## src/rtl/bre_pkg.sv

```systemverilog
`timescale 1ns / 1ps

package bre_pkg;

    // Fixed geometry of the line stepper
    localparam int COORD_BITS = 16;
    localparam int TWICE_BITS = COORD_BITS + 2;
    localparam int ERR_BITS   = COORD_BITS + 3;
    localparam int COLOR_BITS = 32;

    localparam logic [COLOR_BITS-1:0] COLOR_RESET = 32'h00FF_FFFF;

    typedef enum logic
    {
        OP_LOAD = 1'b0,
        OP_STEP = 1'b1
    } op_t;

    typedef logic signed [COORD_BITS-1:0] coord_t;
    typedef logic [TWICE_BITS-1:0]        twice_t;
    typedef logic signed [ERR_BITS-1:0]   err_t;

    // Input item as seen on the push side
    typedef struct packed
    {
        op_t    op;
        coord_t x_start;
        coord_t y_start;
        coord_t x_end;
        coord_t y_end;
    } in_item_t;

    // Result item as seen on the pop side
    typedef struct packed
    {
        coord_t                pixel_x;
        coord_t                pixel_y;
        logic [COLOR_BITS-1:0] pixel_color;
        logic                  last;
    } out_item_t;

    // Classified command passed from the front end to the stepper
    typedef struct packed
    {
        op_t    op;
        coord_t first_x;
        coord_t first_y;
        coord_t major_end;
        twice_t twice_dx;
        twice_t twice_dy;
        err_t   err_init;
        logic   x_major;
        logic   minor_up;
    } cmd_t;

endpackage

```

## src/rtl/bresenham_line_rasterizer.sv

```systemverilog
`timescale 1ns / 1ps

// Bresenham line rasterizer. Push a load item (op 0) with two endpoints, then
// one step item (op 1) per pixel; each step yields the next pixel with the
// current draw_color, and the final pixel has last set. Steps while no line is
// loaded, and loads, produce nothing. Throughput is one item per clock while
// the result queue has room: the stepper's error update and coordinate
// advance are combinational. With the queues empty, a step item passes
// through the command queue and the stepper into the result queue before it
// can be popped. Two-entry queues sit between input and stepper and after the
// stepper, so either side may stall without stopping the other. draw_color is
// sampled when the pixel is produced; write it only when the block is idle.
module bresenham_line_rasterizer
    import bre_pkg::*;
(
    input  logic                  clk,
    input  logic                  rst_n,
    input  logic                  push,
    output logic                  full,
    input  in_item_t              in_item,
    output logic                  empty,
    input  logic                  pop,
    output out_item_t             out_item,
    input  logic                  cfg_write,
    input  logic [COLOR_BITS-1:0] cfg_data
);

    logic [COLOR_BITS-1:0] draw_color_reg;
    cmd_t                  front_cmd;
    cmd_t                  head_cmd;
    logic                  cmd_empty;
    logic                  cmd_pop;
    logic                  out_full;
    logic                  out_push;
    out_item_t             step_item;

    // Color register
    always_ff @(posedge clk or negedge rst_n)
    begin
        if (!rst_n)
        begin
            draw_color_reg <= COLOR_RESET;
        end
        else if (cfg_write)
        begin
            draw_color_reg <= cfg_data;
        end
    end

    bre_front u_front
    (
        .item (in_item),
        .cmd  (front_cmd)
    );

    bre_queue #(.ITEM_T(cmd_t)) u_cmd_queue
    (
        .clk     (clk),
        .rst_n   (rst_n),
        .wr_en   (push),
        .wr_data (front_cmd),
        .full    (full),
        .rd_en   (cmd_pop),
        .rd_data (head_cmd),
        .empty   (cmd_empty)
    );

    bre_back u_back
    (
        .clk       (clk),
        .rst_n     (rst_n),
        .cmd       (head_cmd),
        .cmd_empty (cmd_empty),
        .cmd_pop   (cmd_pop),
        .color     (draw_color_reg),
        .out_full  (out_full),
        .out_push  (out_push),
        .out_item  (step_item)
    );

    bre_queue #(.ITEM_T(out_item_t)) u_out_queue
    (
        .clk     (clk),
        .rst_n   (rst_n),
        .wr_en   (out_push),
        .wr_data (step_item),
        .full    (out_full),
        .rd_en   (pop),
        .rd_data (out_item),
        .empty   (empty)
    );

endmodule

```

## src/rtl/bre_queue.sv

```systemverilog
`timescale 1ns / 1ps

// Two-entry queue; sustains one transfer per clock in both directions.
module bre_queue
    import bre_pkg::*;
#(
    parameter type ITEM_T = logic
)
(
    input  logic  clk,
    input  logic  rst_n,
    input  logic  wr_en,
    input  ITEM_T wr_data,
    output logic  full,
    input  logic  rd_en,
    output ITEM_T rd_data,
    output logic  empty
);

    ITEM_T      slot_reg [2];
    logic       wr_ptr_reg;
    logic       wr_ptr_next;
    logic       rd_ptr_reg;
    logic       rd_ptr_next;
    logic [1:0] count_reg;
    logic [1:0] count_next;
    logic       do_wr;
    logic       do_rd;

    assign full    = count_reg[1];
    assign empty   = (count_reg == 2'd0);
    assign do_wr   = wr_en && !full;
    assign do_rd   = rd_en && !empty;
    assign rd_data = slot_reg[rd_ptr_reg];

    // Pointer and occupancy update
    always_comb
    begin
        wr_ptr_next = do_wr ? !wr_ptr_reg : wr_ptr_reg;
        rd_ptr_next = do_rd ? !rd_ptr_reg : rd_ptr_reg;
        count_next  = count_reg;
        if (do_wr && !do_rd)
        begin
            count_next = count_reg + 2'd1;
        end
        else if (do_rd && !do_wr)
        begin
            count_next = count_reg - 2'd1;
        end
    end

    always_ff @(posedge clk or negedge rst_n)
    begin
        if (!rst_n)
        begin
            wr_ptr_reg <= 1'b0;
            rd_ptr_reg <= 1'b0;
            count_reg  <= 2'd0;
        end
        else
        begin
            wr_ptr_reg <= wr_ptr_next;
            rd_ptr_reg <= rd_ptr_next;
            count_reg  <= count_next;
        end
    end

    // Storage
    always_ff @(posedge clk)
    begin
        if (do_wr)
        begin
            slot_reg[wr_ptr_reg] <= wr_data;
        end
    end

`ifndef NO_ASSERTIONS
    a_count_bound: assert property (@(posedge clk) disable iff (!rst_n)
        count_reg != 2'd3)
        else $error("queue occupancy out of range");

    a_ptr_track: assert property (@(posedge clk) disable iff (!rst_n)
        (count_reg == 2'd0 || count_reg == 2'd2) |-> (wr_ptr_reg == rd_ptr_reg))
        else $error("queue pointers disagree with occupancy");
`endif

endmodule

```

## src/rtl/bre_front.sv

```systemverilog
`timescale 1ns / 1ps

// Front end: classifies an item and, for a load, works out the line setup.
module bre_front
    import bre_pkg::*;
(
    input  in_item_t item,
    output cmd_t     cmd
);

    logic signed [COORD_BITS:0] diff_x;
    logic signed [COORD_BITS:0] diff_y;
    logic [COORD_BITS:0]        dx;
    logic [COORD_BITS:0]        dy;
    logic                       x_gt;
    logic                       y_gt;
    logic                       x_major;
    logic                       swap;
    coord_t                     first_x;
    coord_t                     first_y;
    coord_t                     last_x;
    coord_t                     last_y;

    // Absolute deltas and endpoint order
    always_comb
    begin
        diff_x = {item.x_start[COORD_BITS-1], item.x_start}
               - {item.x_end[COORD_BITS-1], item.x_end};
        diff_y = {item.y_start[COORD_BITS-1], item.y_start}
               - {item.y_end[COORD_BITS-1], item.y_end};
        dx     = diff_x[COORD_BITS] ? (-diff_x) : diff_x;
        dy     = diff_y[COORD_BITS] ? (-diff_y) : diff_y;
        x_gt   = !diff_x[COORD_BITS] && (diff_x != '0);
        y_gt   = !diff_y[COORD_BITS] && (diff_y != '0);
    end

    // Major axis choice (a tie goes to y) and swap so the major axis increases
    assign x_major = (dy < dx);
    assign swap    = x_major ? x_gt : y_gt;
    assign first_x = swap ? item.x_end   : item.x_start;
    assign first_y = swap ? item.y_end   : item.y_start;
    assign last_x  = swap ? item.x_start : item.x_end;
    assign last_y  = swap ? item.y_start : item.y_end;

    // Command fields
    always_comb
    begin
        cmd.op        = item.op;
        cmd.first_x   = first_x;
        cmd.first_y   = first_y;
        cmd.major_end = x_major ? last_x : last_y;
        cmd.twice_dx  = {dx, 1'b0};
        cmd.twice_dy  = {dy, 1'b0};
        cmd.err_init  = -$signed({2'b00, dx});
        cmd.x_major   = x_major;
        cmd.minor_up  = x_major ? (first_y < last_y) : (first_x < last_x);
    end

endmodule

```

## src/rtl/bre_back.sv

```systemverilog
`timescale 1ns / 1ps

// Back end: Bresenham stepper, one command per clock when the result side has room.
module bre_back
    import bre_pkg::*;
(
    input  logic                  clk,
    input  logic                  rst_n,
    input  cmd_t                  cmd,
    input  logic                  cmd_empty,
    output logic                  cmd_pop,
    input  logic [COLOR_BITS-1:0] color,
    input  logic                  out_full,
    output logic                  out_push,
    output out_item_t             out_item
);

    logic   active_reg;
    logic   active_next;
    coord_t cur_x_reg;
    coord_t cur_x_next;
    coord_t cur_y_reg;
    coord_t cur_y_next;
    coord_t major_end_reg;
    err_t   err_reg;
    err_t   err_next;
    twice_t twice_dx_reg;
    twice_t twice_dy_reg;
    logic   x_major_reg;
    logic   minor_up_reg;

    logic   is_load;
    logic   is_step;
    logic   fin;
    err_t   err_add;
    err_t   err_sub;
    logic   minor_step;
    coord_t minor_delta;

    // Dispatch: a load or an idle step needs no result slot
    assign is_load  = !cmd_empty && (cmd.op == OP_LOAD);
    assign is_step  = !cmd_empty && (cmd.op == OP_STEP);
    assign out_push = is_step && active_reg && !out_full;
    assign cmd_pop  = is_load || (is_step && (!active_reg || !out_full));

    // Current pixel and end test
    assign fin = (x_major_reg ? cur_x_reg : cur_y_reg) == major_end_reg;

    always_comb
    begin
        out_item.pixel_x     = cur_x_reg;
        out_item.pixel_y     = cur_y_reg;
        out_item.pixel_color = color;
        out_item.last        = fin;
    end

    // Error update
    always_comb
    begin
        err_add     = err_reg + $signed({1'b0, x_major_reg ? twice_dy_reg : twice_dx_reg});
        err_sub     = err_add - $signed({1'b0, x_major_reg ? twice_dx_reg : twice_dy_reg});
        minor_step  = x_major_reg ? !err_add[ERR_BITS-1] : (err_add > 0);
        minor_delta = minor_up_reg ? coord_t'(1) : coord_t'(-1);
    end

    // Next state
    always_comb
    begin
        active_next = active_reg;
        cur_x_next  = cur_x_reg;
        cur_y_next  = cur_y_reg;
        err_next    = err_reg;
        if (is_load)
        begin
            active_next = 1'b1;
            cur_x_next  = cmd.first_x;
            cur_y_next  = cmd.first_y;
            err_next    = cmd.err_init;
        end
        else if (out_push)
        begin
            active_next = !fin;
            err_next    = minor_step ? err_sub : err_add;
            if (x_major_reg)
            begin
                cur_x_next = cur_x_reg + coord_t'(1);
                cur_y_next = minor_step ? cur_y_reg + minor_delta : cur_y_reg;
            end
            else
            begin
                cur_y_next = cur_y_reg + coord_t'(1);
                cur_x_next = minor_step ? cur_x_reg + minor_delta : cur_x_reg;
            end
        end
    end

    always_ff @(posedge clk or negedge rst_n)
    begin
        if (!rst_n)
        begin
            active_reg <= 1'b0;
        end
        else
        begin
            active_reg <= active_next;
        end
    end

    // Line state, only meaningful while active
    always_ff @(posedge clk)
    begin
        cur_x_reg <= cur_x_next;
        cur_y_reg <= cur_y_next;
        err_reg   <= err_next;
        if (is_load)
        begin
            major_end_reg <= cmd.major_end;
            twice_dx_reg  <= cmd.twice_dx;
            twice_dy_reg  <= cmd.twice_dy;
            x_major_reg   <= cmd.x_major;
            minor_up_reg  <= cmd.minor_up;
        end
    end

`ifndef NO_ASSERTIONS
    a_emit_active: assert property (@(posedge clk) disable iff (!rst_n)
        out_push |-> (active_reg && cmd_pop))
        else $error("pixel emitted without a line in progress");

    a_last_idle: assert property (@(posedge clk) disable iff (!rst_n)
        (out_push && fin) |=> !active_reg)
        else $error("stepper still active after last pixel");

    a_load_active: assert property (@(posedge clk) disable iff (!rst_n)
        is_load |=> active_reg)
        else $error("load did not start a line");
`endif

endmodule
```

## config.mk

```make
export PLATFORM = sky130hd
export DESIGN_NAME = bresenham_line_rasterizer
export DESIGN_NICKNAME = d
export VERILOG_FILES = /design/src/rtl/bre_pkg.sv /design/src/rtl/bresenham_line_rasterizer.sv /design/src/rtl/bre_queue.sv /design/src/rtl/bre_front.sv /design/src/rtl/bre_back.sv
export SDC_FILE = /design/constraint.sdc
export NUM_CORES = 1
export LEC_CHECK = 0
export ABC_AREA = 1
export BUFFER_PORTS_ARGS = -buffer_cell sky130_fd_sc_hd__buf_4
export CORE_ASPECT_RATIO = 2
export CORE_MARGIN = 2
export CORE_UTILIZATION = 35
export DETAILED_ROUTE_END_ITERATION = 16
export PLACE_DENSITY = 0.53
export SETUP_SLACK_MARGIN = 0.4
export SYNTH_ARGS = -nofsm -noshare
export SYNTH_HDL_FRONTEND = slang
export SYNTH_HIERARCHICAL = 1
export SYNTH_SLANG_ARGS = --single-unit
export TNS_END_PERCENT = 30
```

## constraint.sdc

```tcl
create_clock -name clk -period 9.3 [get_ports clk]
set_input_delay 1.395 -clock clk [delete_from_list [all_inputs] [get_ports clk]]
set_output_delay 1.395 -clock clk [all_outputs]
set_load 0.05 [all_outputs]
```

After elaboration in Yosys (flattened, before gate mapping). Memory sizes are Yosys's and may differ from the RTL's. Cells that the tools add are included.

Word-level logic and storage cells: 119. Memories: 2. Memory bits (writable): 338. Register bits: 146. Input bits: 102.

Reductions and logical operators: 44. Add/sub/neg operators: 15. Multiplexer cells: 35. Bitwise logic cells: 1. Equality and inequality tests: 2. Magnitude comparators: 4.

Memories: u_cmd_queue.slot_reg (depth 2, bits a word 104, rd ports 1, clocked after Yosys merged registers in 0, wr ports 1, line bre_queue.sv:20) `ITEM_T slot_reg [2];`; u_out_queue.slot_reg (depth 2, bits a word 65, rd ports 1, clocked after Yosys merged registers in 0, wr ports 1, line bre_queue.sv:20).

Operator list (number): $mux W16 (15); $mux W19 (3); $mux W18 (2); $mux W17 (2); $neg A17 Y17 (2); $reduce_bool A17 Y1 (2); $sub A16 B16 Y17 (2); $add A16 B16 Y16 (2); $add A16 B2 Y16 const B (2); $lt A16 B16 Y1 (2); $add A19 B19 Y19 (1); $gt A19 B1 Y1 const B (1); $neg A17 Y19 (1); $sub A19 B19 Y19 (1); $logic_not A1 Y1 (17); $lt A17 B17 Y1 (1); $eq A16 B16 Y1 (1); $logic_and A1 B1 Y1 (15); $mux W1 (9); $mux W2 (4); $reduce_bool A2 Y1 (3); $add A2 B1 Y2 const B (2); $logic_not A2 Y1 (2); $reduce_and A2 Y1 (2); 5 further kinds (7).

Longest topological paths before layout. Gate-level depths: netlist (run 1).

Depth in word-level cells: 10. Mapped depth: 44. Depth with buffers taken out: 43.

Hierarchy. The synthesis (run 1) kept the hierarchy.

By module, submodules not included: bre_back (area each 8524.4 um^2, cells an instance 1117, instances 1); bre_queue (u_cmd_queue) (area each 7931.4 um^2, cells an instance 581, instances 1); bre_front (area each 5096.1 um^2, cells an instance 959, instances 1); bre_queue (u_out_queue) (area each 4936.0 um^2, cells an instance 367, instances 1); bresenham_line_rasterizer (area each 1322.5 um^2, cells an instance 136, instances 1).

Least setup slack after synthesis (run 1). OpenSTA, ideal clock, no wires.

Path type: in2reg. Start: in push. End: mem u_cmd_queue/slot_reg[0][0] (netlist bit), enable pin. Arrival: 5.914 ns. Data required time: 8.728 ns. Buffers on the path: 0. Stages on the path: 2. Path slack: 2.814 ns. Path through: nand2_1 nor2_1.

Word-level cells in the longest chain between the ends: 3.

RTL lines: start, declared (line bresenham_line_rasterizer.sv:18) `input logic push,`; $logic_and A1 B1 Y1 (line bre_queue.sv:32) `assign do_wr = wr_en && !full;`; $mux W1 (line bre_queue.sv:71) `if (do_wr)`; $mux W1 (not written as such) (line bre_queue.sv:73) `slot_reg[wr_ptr_reg] <= wr_data;`; end, declared (line bre_queue.sv:20).

No other way between the ends.

==> qor.log, run 1 <==
[status] status finished clean
[critical_path] RR Startpoint u_back/x_major_reg$_DFFE_PP_
[grt] maximum number of pins on one net before global-route repair 82
[cells_and_area] commonest cells after routing, fill and taps aside nand2_1 (1294), edfxtp_1 (447), inv_1 (299), buf_4 (186), nand3_1 (145)
[logic_synthesis] Cells after Synth 3160
[place] HPWL after DPL 57.22 mm
[timing] unrepaired setup endpoints after global routing false
[critical_path] Setup Crit Path Kind input port to register
[cells_and_area] number of antenna repair diodes 0
[cells_and_area] flip-flop count of the largest register, all copies and words added 212
[place] routability cong. 0.9339
[cts] maximum level of the CTS H-tree 2
[critical_path] slowest stage delay, CP 590 ps
[critical_path] kind of cell with the highest combined delay on the critical path simple AND/OR/NAND/NOR gates
[cts] CTS tree done
[grt] antenna violations before repair 0
[cells_and_area] fraction of final layout cells sized beyond drive strength 1 12.34%
[place] placed cells 4260
[logic_synthesis] async set-or-reset flop fraction in the synthesized netlist 8.402%
[cells_and_area] growth of design area from synthesis to finish 12.11%
[critical_path] buffers and inverters on the worst path 4
[cts] Reg clk slew, reported paths 70 ps
[drt] number of vias per cell 4.767
[cells_and_area] final cell count without fillers 4342
[die] I/O pin cnt 169
[critical_path] Reg2Reg Depth 19
[cts] # Post-CTS Setup Buffers 0
[timing] Clock Skew 28.65 ps
[cts] clock latency reported for the late side of the worst-skew pair 580 ps
[critical_path] CP Launch Type input port
[min_path] Hold Path Stages 2
[timing] number of hold violations in the final report 0
[drt] detailed-router iteration count before antenna repair 7
[logic_synthesis] Synth Cell Area 27810 um^2
[drt] total DRC errors in the routed layout 0
[timing] transition time at the pin with the least slew margin 953.5 ps
[grt] total congestion overflow 0
[timing] final sum of negative setup slack 0 ps
[grt] first-pass GRT wire length 114.5 mm
[timing] max-slew headroom at the worst pin 36.43%
[cts] maximum count of clock buffers along a single path 3
[critical_path] Crit. Startpoint in_item[16]
[timing] timing-limited maximum frequency 139.2 MHz
[logic_synthesis] average size of a mapped cell 8.801 um^2
[critical_path] Arr. time, crit path 7520 ps
[timing] endpoints failing setup 0
[critical_path] number of cells on the critical path 34
[cells_and_area] Post-layout nets 3490
[drt] via count of the routed design 20699
[cts] TritonCTS Buffers 45
[critical_path] category of the worst setup path capture point register
[min_path] launch instance of the worst min-delay path draw_color_reg[15]$_DFFE_PN1P_
[cts] cts hold-fix bufs 0
[die] core region area 78920 um^2
[die] number of rows in the core area 146
[logic_synthesis] number of enable flip-flop cells after synthesis 447
[die] initial core utilization 35.24%
[logic_synthesis] number of warnings reported in the yosys synthesis log 6
[critical_path] cell repeated most along the worst path nand2_1
[flow_run] Max-cap violations 0
[drt] number of violations reported at the end of detailed-routing iteration 0 1098
[drt] antenna viol nets, final 0
[timing] final worst-path cycle share 77.26%
[place] port bufs 168
[logic_synthesis] number of synthesized register bits 488
[grt] via count of the first global-routing pass 20209
[drt] routed wire length 75.14 mm
[die] die footprint 81860 um^2
[logic_synthesis] post-synthesis sequential area ratio 52.06%
[cts] CTS sink cnt 488
[grt] global-route usage over all layers 18.19%
[critical_path] Worst Path Required 9630 ps
[timing] number of max-slew violations in the final report 0
[drt] Routed met3 length 2.691 mm
[drt] DRT met1 WL 29.23 mm
[min_path] worst min path class register to register
[logic_synthesis] number of library cell types mapped by synthesis 67
[drt] DR top layer met4
[die] Die Width 203.3 um
[cts] CTS Root Cell clkbuf_16
[timing] min Tclk post-route 7185 ps
[logic_synthesis] Top FF cell, synth edfxtp_1
[critical_path] critical-path cell with the highest stage delay fa_1
[die] height of the die 402.6 um
[critical_path] Worst Path Max Fanout 81
[critical_path] FF-to-FF setup slack 3890 ps
[drt] detailed route wirelength on metal2 39.44 mm
[cts] # resized after CTS 0
[cells_and_area] commonest non-fill, non-tap cell in the layout nand2_1
[drt] routed length per placed instance 17.31 um
[path summary, 6_finish.rpt]
path                                                         to
setup reg to reg                  u_back/cur_y_reg[5]$_DFFE_PP_
min in group asynchronous        draw_color_reg[27]$_DFFE_PN0P_
max in group asynchronous    u_out_queue/rd_ptr_reg$_DFFE_PN0P_
setup / recovery           u_cmd_queue/slot_reg[0][0]$_DFFE_PP_
hold / removal                   draw_color_reg[15]$_DFFE_PN1P_
hold reg to reg                  draw_color_reg[15]$_DFFE_PN1P_
[layer usage]
layer / vias to the layer above / track usage, %
met2: 476 / 34.17
met5: - / 0
met1: 9585 / 20.24
met3: 145 / 1.753
met4: 0 / 8.887
li1: 10493 / -
[kinds of logic after synthesis]
| logic type | synth area share (%) |
|---|---|
| AOI/OAI and AO/OA | 5.813 |
| xor gates and xnor gates | 3.190 |
| adders and majority gates | 5.426 |
| buffers and inverters | 7.540 |
| DFF | 52.06 |
| muxes | 0.2520 |
| other | 0.01348 |
| and+or+nand+nor | 25.70 |
[worst reg2reg max path: stages, from the launching register on]
cell	delay [ps]
edfxtp_1	320
buf_4	370
inv_2	350
o21ai_0	830
ha_1	370
fa_1	510
inv_1	120
nand3_1	80
nor2_1	130
nand3_1	80
nor2_1	140
nand3_1	130
nor2_1	220
nand3_1	160
nor2_1	110
nand3_1	90
nand2_2	440
nand3_1	130
nand2_1	90
inv_1	350
[per-stage QoR]
step	hold slack (ps)	util (%)	cell area, um^2	worst slack (ps)
finish	469.8	39.51	31180	2115
CTS	471.2	39.51	31180	2211
global route	486.9	39.51	31180	1669
global placement	447.6	37.60	29670	1601
floorplan	441.9	-	27810	2814
detailed placement	457.3	37.60	29670	1586
[area by class of cell]
cell class / instances / area [um^2]
fillers: 7950 / 47740
clock buffers: 62 / 1261
flip-flops and latches: 488 / 14480
inverters: 321 / 1215
well taps: 1036 / 1296
multi-input cells: 2229 / 11280
repair buffers: 186 / 1396
clock inverters: 20 / 244.0
[synthesized netlist by cell type (all sizes together), types with 6 or more instances]
master / n / area, um^2
nor2: 146 / 616.8
nor3: 19 / 116.4
xor2: 73 / 669.4
inv: 319 / 1207
buf: 106 / 788.3
nand4: 25 / 156.4
dfstp: 24 / 630.6
edfxtp: 447 / 13420
xnor2: 24 / 217.7
a31oi: 13 / 81.33
fa: 6 / 120.1
nand3b: 9 / 71.32
a21oi: 95 / 520.5
or2: 8 / 52.55
ha: 111 / 1389
o31ai: 7 / 52.55
mux2i: 7 / 70.07
o21ai: 153 / 777.0
o21bai: 7 / 52.55
nand2: 1340 / 5211
clkbuf: 17 / 93.84
dfrtp: 17 / 425.4
nand3: 156 / 843.3
Power of run 1 is left out: the tool's default activity adds up to more than one toggle a clock period on the data nets, which glitch-free logic cannot reach.
==> inputs of run 2 (changes only) <==
Clock period 9.3 ns to 7.3 ns, I/O delays scaled along.
==> run 2 against run 1 <==
Net effect:
- flip-flop and latch count unchanged
- non-clock buffer count grew 39
- cell count rose by 0.90%
- die area unchanged
- via count grew 0.44%
==> qor.log, run 2 (synthesis results as in run 1) <==
[cells_and_area] post-route standard cell area excluding fillers 31480 um^2
[timing] min Tclk post-route 6250 ps
[cells_and_area] Post-layout nets 3529
[timing] transition time at the pin with the least slew margin 974.2 ps
[drt] number of vias per cell 4.745
[place] area after detailed placement 29980 um^2
[cts] CTS Root Cell clkbuf_16
[timing] number of hold violations in the final report 0
[critical_path] category of the worst setup path capture point register
[drt] routed length per placed instance 17.41 um
[cells_and_area] commonest cells after routing, fill and taps aside nand2_1 (1294), edfxtp_1 (447), inv_1 (299), buf_4 (224), nand3_1 (145)
[die] I/O pin cnt 169
[die] initial core utilization 35.24%
[grt] via count of the first global-routing pass 20356
[drt] total DRC errors in the routed layout 0
[cells_and_area] flip-flop count of the largest register, all copies and words added 212
[cts] CTS tree done
[cts] clock latency reported for the late side of the worst-skew pair 590 ps
[drt] antenna viol nets, final 0
[drt] number of violations reported at the end of detailed-routing iteration 0 1092
[place] routability cong. 0.9589
[grt] global-route usage over all layers 18.36%
[place] HPWL after DPL 57.83 mm
[die] number of rows in the core area 146
[timing] final worst-path cycle share 85.62%
[critical_path] Worst Path Max Fanout 30
[critical_path] slowest stage delay, CP 530 ps
[min_path] worst min path class register to register
[cells_and_area] number of antenna repair diodes 0
[cts] # resized after CTS 0
[cts] CTS sink cnt 488
[timing] unrepaired setup endpoints after global routing false
[critical_path] cell repeated most along the worst path nand2_1
[drt] via count of the routed design 20790
[cts] cts hold-fix bufs 0
[cells_and_area] growth of design area from synthesis to finish 13.18%
[timing] number of max-slew violations in the final report 0
[cells_and_area] commonest non-fill, non-tap cell in the layout nand2_1
[die] die footprint 81860 um^2
[timing] Clock Skew 52.86 ps
[place] port bufs 168
[cells_and_area] fraction of final layout cells sized beyond drive strength 1 13.36%
[die] Die Width 203.3 um
[critical_path] Setup Crit Path Kind input port to register
[cts] maximum count of clock buffers along a single path 3
[critical_path] CP Launch Type input port
[grt] first-pass GRT wire length 115.6 mm
[drt] routed wire length 76.27 mm
[timing] timing-limited maximum frequency 160.0 MHz
[critical_path] critical-path cell with the highest stage delay xor2_1
[drt] detailed-router iteration count before antenna repair 5
[grt] total congestion overflow 0
[die] core region area 78920 um^2
[cts] Reg clk slew, reported paths 80 ps
[timing] final sum of negative setup slack 0 ps
[timing] max-slew headroom at the worst pin 34.37%
[cts] TritonCTS Buffers 44
[cts] # Post-CTS Setup Buffers 0
[cts] maximum level of the CTS H-tree 2
[status] status finished clean
[critical_path] Arr. time, crit path 6600 ps
[flow_run] Max-cap violations 0
[grt] antenna violations before repair 1
[grt] maximum number of pins on one net before global-route repair 91
[timing] endpoints failing setup 0
[die] height of the die 402.6 um
[critical_path] Worst Path Required 7650 ps
run 2: cell count changes in the layout (fill, tap and decap cells not counted), moves of 2 or more:
| cell | before | now |
|---|---|---|
| inv_16 | 2 | 0 |
| clkbuf_16 | 46 | 44 |
| bufinv_16 | 3 | 6 |
| clkbuf_8 | 5 | 1 |
| buf_4 | 186 | 224 |
| clkinv_8 | 2 | 0 |
| clkinvlp_4 | 1 | 6 |
run 2: cell type report:
type                            count  area (um^2)
Multi-Input combinational cell   2230        11300
Clock inverter                     25        322.8
Tap cell                         1036         1296
Fill cell                        8024        47440
Clock buffer                       56         1156
Timing Repair Buffer              225         1702
Inverter                          321         1215
Sequential cell                   488        14480
run 2: metrics by stage:
| stage | std cells | util, % | hold slack [ps] | worst slack (ps) |
|---|---|---|---|---|
| after floorplan | 3161 | - | 441.9 | 1114 |
| after global placement | 4299 | 37.99 | 446.9 | 375.4 |
| after detailed placement | 4299 | 37.99 | 456.3 | 394.6 |
| after CTS | 4380 | 39.86 | 472.6 | 1032 |
| after global routing | 4381 | 39.89 | 481.9 | 473.3 |
| final | 4381 | 39.89 | 469.5 | 1050 |
run 2: worst paths after layout:
kind                                                              to  slack [ps]                          start  cells after the start
worst max-delay path            u_cmd_queue/slot_reg[0][0]$_DFFE_PP_        1050                     in_item[5]                     38
worst min register to register         draw_color_reg[4]$_DFFE_PN1P_         470  draw_color_reg[4]$_DFFE_PN1P_                      2
worst min-delay path                   draw_color_reg[4]$_DFFE_PN1P_         470  draw_color_reg[4]$_DFFE_PN1P_                      2
min in group asynchronous             draw_color_reg[26]$_DFFE_PN0P_         490                          rst_n                      1
worst max register to register          u_back/err_reg[16]$_DFFE_PP_        2270   u_back/x_major_reg$_DFFE_PP_                     22
max in group asynchronous         u_out_queue/rd_ptr_reg$_DFFE_PN0P_        6310                          rst_n                      1
run 2: worst max-delay path, delay by kind of cell:
| kind | cells | cell delay [ps] |
|---|---|---|
| fa+ha+maj | 2 | 690 |
| xor+xnor | 1 | 530 |
| compound gates | 2 | 300 |
| simple gates | 29 | 3580 |
| buf+inv | 4 | 410 |
run 2: layer usage:
| metal | GRT usage, % | part of all wire [%] | vias to the layer above |
|---|---|---|---|
| li1 | - | - | 10584 |
| met1 | 20.32 | 39 | 9587 |
| met2 | 34.51 | 53 | 459 |
| met3 | 1.818 | 3.5 | 158 |
| met4 | 9.066 | 5.1 | 2 |
| met5 | 0 | 0.013 | - |
Power of run 2 is left out for the same reason.
